==> config.mk <==
export PLATFORM = sky130hd
export DESIGN_NAME = nsfc_ctrl
export DESIGN_NICKNAME = d
export VERILOG_FILES = /design/src/hdl/nsfc_pkg.sv /design/src/hdl/nsfc_ctrl.sv
export SDC_FILE = /design/constraint.sdc
export NUM_CORES = 1
export LEC_CHECK = 0
export BUFFER_PORTS_ARGS = -buffer_cell sky130_fd_sc_hd__buf_2
export CAP_MARGIN = 20
export CORE_ASPECT_RATIO = 0.75
export CORE_UTILIZATION = 35
export CTS_BUF_LIST = sky130_fd_sc_hd__clkbuf_4 sky130_fd_sc_hd__clkbuf_8 sky130_fd_sc_hd__clkbuf_16
export DETAILED_ROUTE_END_ITERATION = 12
export PLACE_DENSITY_LB_ADDON = 0.12
export SYNTH_ARGS = -nofsm -noshare
export SYNTH_HDL_FRONTEND = slang
export SYNTH_SLANG_ARGS = --single-unit
==> constraint.sdc <==
create_clock -name clk -period 1.5 [get_ports clk]
set_clock_uncertainty 0.1 [all_clocks]
set_input_delay 0.225 -clock clk [delete_from_list [all_inputs] [get_ports clk]]
set_output_delay 0.225 -clock clk [all_outputs]
set_load 0.005 [all_outputs]
==> src/hdl/nsfc_pkg.sv <==
`default_nettype none
// ----------------------------------------------------------------------------
// nsfc_pkg
// Shared types and codes of the nearest sample feedback controller.
// ----------------------------------------------------------------------------
package nsfc_pkg;

	localparam int VAL_W = 16;
	localparam int DIST_W = 21;
	localparam int ACC_W = 40;

	typedef enum logic [1:0] {
		KIND_CLEAR = 2'd0,
		KIND_WRITE = 2'd1,
		KIND_PUSH  = 2'd2,
		KIND_QUERY = 2'd3
	} kind_t;

	localparam logic [1:0] REG_MIN_0 = 2'd0;
	localparam logic [1:0] REG_MAX_0 = 2'd1;
	localparam logic [1:0] REG_MIN_1 = 2'd2;
	localparam logic [1:0] REG_MAX_1 = 2'd3;

	typedef struct packed {
		logic clr_count;
		logic push;
		logic wr_word;
		logic wr_query;
		logic scan_start;
		logic scan_step;
		logic fb_clear;
		logic fb_step;
		logic emit;
	} ctrl_t;

	typedef struct packed {
		logic empty;
		logic full;
		logic scan_last;
		logic fb_last;
	} stat_t;

endpackage
`default_nettype wire

==> src/hdl/nsfc_ctrl.sv <==
`default_nettype none
// ----------------------------------------------------------------------------
// nsfc_ctrl
// Sequencer: table writes, distance scan, feedback multiply-accumulate, output.
// ----------------------------------------------------------------------------
module nsfc_ctrl #(
	parameter int ACT_DIM = 2
) (
	input  wire logic           clk,
	input  wire logic           arst_n,
	input  wire logic           start,
	input  wire logic [1:0]     kind,
	input  wire logic           last,
	input  wire nsfc_pkg::stat_t st,
	output logic                busy,
	output nsfc_pkg::ctrl_t     cmd,
	output logic                act_sel,
	output logic                def_mode
);
	import nsfc_pkg::*;

	localparam logic LAST_ACT = 1'(ACT_DIM - 1);

	typedef enum logic [2:0] {
		S_IDLE, S_SCAN0, S_SCAN, S_DRAIN, S_FB, S_FBW, S_OUT
	} state_t;

	state_t state_q;
	logic [1:0] drain_q;

	assign busy = (state_q != S_IDLE);

	always_comb begin
		cmd = '0;
		cmd.clr_count = start && !busy && kind == KIND_CLEAR;
		cmd.wr_word = start && !busy && kind == KIND_WRITE && !st.full;
		cmd.push = start && !busy && kind == KIND_PUSH && !st.full;
		cmd.wr_query = start && !busy && kind == KIND_QUERY;
		cmd.scan_start = cmd.wr_query && last && !st.empty;
		cmd.scan_step = (state_q == S_SCAN0) || (state_q == S_SCAN);
		cmd.fb_clear = (state_q == S_DRAIN) && drain_q == 2'd0;
		cmd.fb_step = (state_q == S_FB);
		cmd.emit = (state_q == S_OUT);
	end

	always_ff @(posedge clk or negedge arst_n) begin
		if (!arst_n) begin
			state_q <= S_IDLE;
			drain_q <= '0;
			act_sel <= 1'b0;
			def_mode <= 1'b0;
		end else begin
			case (state_q)
				S_IDLE: begin
					act_sel <= 1'b0;
					if (cmd.wr_query && last) begin
						def_mode <= st.empty;
						state_q <= st.empty ? S_OUT : S_SCAN0;
					end
				end
				S_SCAN0: begin
					if (st.scan_last) begin
						state_q <= S_DRAIN;
						drain_q <= 2'd3;
					end else state_q <= S_SCAN;
				end
				S_SCAN: if (st.scan_last) begin
					state_q <= S_DRAIN;
					drain_q <= 2'd3;
				end
				S_DRAIN: begin
					if (drain_q == 2'd0) state_q <= S_FB;
					else drain_q <= drain_q - 2'd1;
				end
				S_FB: if (st.fb_last) begin
					state_q <= S_FBW;
					drain_q <= 2'd3;
				end
				S_FBW: begin
					if (drain_q == 2'd0) state_q <= S_OUT;
					else drain_q <= drain_q - 2'd1;
				end
				S_OUT: begin
					act_sel <= ~act_sel;
					if (act_sel == LAST_ACT) state_q <= S_IDLE;
					else if (def_mode) state_q <= S_OUT;
					else state_q <= S_FB;
				end
				default: state_q <= S_IDLE;
			endcase
		end
	end
endmodule
`default_nettype wire

==> impl_metrics.csv <==
group,metric,value,unit
run_status,status,"finished, violations left",
run_status,violations,"setup timing",
layout,area_growth_syn_to_layout,80.0,%
detailed_routing,drt-total-wl,1720,um
detailed_routing,routed_via_density,5.05,
yosys,yosysMostFrequentCell,"dfrtp_1",
floorplanning,die_area,1910,um2
timing,fin_ws,-0.127,ns
yosys,synthArstFlopShare,1.00,
worst_setup_path,cp_data_arrival_time,1.30,ns
timing,max_freq,0.614,GHz
floorplanning,fp.coreArea,1550,um2
layout,antenna_cells,0,
floorplanning,start_util,0.393,
global_routing,grt_pass1_vias,554,
floorplanning,dieHeight,38.1,um
detailed_routing,route.detailed.drc,0,
yosys,synth_seq_area_share,0.288,
worst_setup_path,required,1.17,ns
timing,report.final.hold_viol_count,0,
yosys,synth_area,608,um2
global_routing,antenna_found_initial,0,
worst_setup_path,cp-start-kind,"flop",
floorplanning,num_io_pins,22,
clock_network,cts_tree,"done",
clock_network,cts_buffers,3,
job,maxCapViolCount,0,
yosys,netlist.area_leader.share,0.288,
clock_network,clk_latency,0.25,ns
global_routing,grt_pass1_wl,2350,um
detailed_routing,detail-route-antenna-nets,0,
yosys,yosys-top-cells-area,"dfrtp_1 (29%), nand2b_1 (5.1%), a21oi_1 (4.9%)",
worst_hold_path,min_path_type,"input pin to flop",
floorplanning,rows,12,
yosys,synth_top_area_cell,"dfrtp_1",
clock_network,ctsHtreeMaxLevel,1,
global_routing,gr-total-overflow,0,
timing,post-route-min-period,1.63,ns
timing,finalSetupViolCount,8,
placement,preCtsSetupSlack,-0.00432,ns
detailed_routing,routedWlPerCell,13.1,um
timing,relSlewSlack,0.704,
yosys,syn_area_per_cell,8.45,um2
worst_setup_path,crit_path_max_fanout,4,
timing,rsz0062_at_grt,"yes",
placement,dp_hpwl,1150,um
worst_setup_path,worst_setup_path_end_kind,"output port",
yosys,synth_top_cells_by_count,"dfrtp_1 (7), a21oi_1 (6), inv_1 (6), nor2_1 (6), nand2b_1 (5)",
global_routing,grt_start_max_net_pins,13,
yosys,synth_ff_type,"dfrtp_1",
layout,design_area,1090,um2
worst_setup_path,critPathKind,"flop to output port",
global_routing,grtUsageTotal,0.169,
timing,max_slew.worst_pin.slew,0.439,ns
clock_network,clock_sinks,7,
floorplanning,die_width,50.1,um
timing,post-route-period-util,1.08,
placement,io_buffers,21,
placement,placed_area,774,um2
placement,gp_congestion,0.699,
yosys,synthesis.nets,83,
clock_network,cts_buffer_depth,2,
clock_network,cts-root-buf,"clkbuf_4",
yosys,synth-seq-cells,7,
layout,nNetsFinal,123,
pwr,powerDensity,2180,nW/um2
yosys,synth.distinct_cells,29,
detailed_routing,first_iter_violations,9,
pwr,p_leak,0.518,nW
yosys,synth_warnings,0,
yosys,synth_edf_count,0,
pwr,ir_drop,1.37,mV
layout,drive_gt1_frac,0.649,
yosys,synthCells,72,
detailed_routing,drt-pass1-iter-count,4,
timing,drv_slew,0,
detailed_routing,via_count,667,
clock_network,path_clk_slew,0.05,ns
flip-flops by register name, summed over array words and instances (netlist names):
signal    count
act_sel       1
def_mode      1
drain_q       2
state_q       3
layout by cell type, fill, tap and decap left out, drive strengths merged, types with 2 or more instances in the layout:
cell type	count
inv	7
nand3b	3
clkbuf	4
nor3	7
nand2	3
nand3	5
dfrtp	7
nand2b	7
nor2b	2
buf	37
nor3b	3
o21ai	4
nor2	6
a21oi	7
worst paths after layout:
check / from / slack (ns) / depth (start not counted) / endpoint
max: state_q[2] / -0.13 / 4 / cmd[7]
min: st[3] / 0.21 / 2 / def_mode
max reg2reg: state_q[2] / 0 / 4 / def_mode
min reg2reg: def_mode / 0.42 / 1 / def_mode
max in group asynchronous: arst_n / 0.91 / 2 / state_q[1]
min in group asynchronous: arst_n / 0.24 / 2 / act_sel
metal layers:
| metal | vias to the layer above | GRT usage | share of wire | wire [um] |
|---|---|---|---|---|
| li1 | 324 | - | - | - |
| met1 | 323 | 0.234 | 0.48 | 821 |
| met2 | 18 | 0.260 | 0.47 | 816 |
| met3 | 2 | 0.0397 | 0.041 | 71 |
| met4 | 0 | 0.0500 | 0.0081 | 14 |
| met5 | - | 0 | 0 | 0 |
worst max-delay path: stages, from the launching register on:
cell     delay (ns)
dfrtp_1        0.40
nor3_4         0.24
nand3_2        0.16
nor3_2         0.13
buf_2          0.13
per-stage QoR:
| stage | utilization | cells | TNS, ns | power [W] | hold slack (ns) |
|---|---|---|---|---|---|
| finish | 0.708 | 132 | -0.662 | 0.00239 | 0.206 |
| global route | 0.708 | 132 | -1.34 | 0.00254 | 0.200 |
| CTS | 0.637 | 132 | -0.702 | 0.00208 | 0.164 |
| detailed placement | 0.501 | 118 | -0.00432 | 0.00144 | -0.0351 |
| global placement | 0.501 | 118 | 0 | 0.00142 | -0.0367 |
| floorplan | - | 72 | 0 | 0.00108 | -0.171 |
cell families (layout without fill, tap and decap cells):
family	after synthesis	after routing	share of synthesized area
buffers and inverters	10	49	0.0926
and+or+nand+nor	37	37	0.412
AOI/OAI and AO/OA	15	15	0.152
adders and majority gates	1	1	0.0206
muxes	2	2	0.0350
DFF	7	7	0.288
area by class of cell:
type / count / area [um2]
multi-input cells: 55 / 531
flip-flops and latches: 7 / 175
repair buffers: 38 / 304
well taps: 21 / 26.3
fillers: 112 / 452
inverters: 7 / 28.8
clock buffers: 4 / 30.0
report_power, final:
part	leakage [nW]	internal (W)	switching, W
combinational	0.418	0.00101	0.000843
sequential	0.0821	0.000278	0.0000732
clock	0.0184	0.000119	0.0000633
total	0.518	0.00141	0.000980
repair_timing:
action	in CTS	in global routing
endpoints found under the setup margin	10	16
hold buffers	1	0
setup buffers	9	0
pin swaps	7	10
gates resized for setup	17	20
cloned	0	0
hold endpoints to repair	7	0
Power figures use the tool's default switching activity.
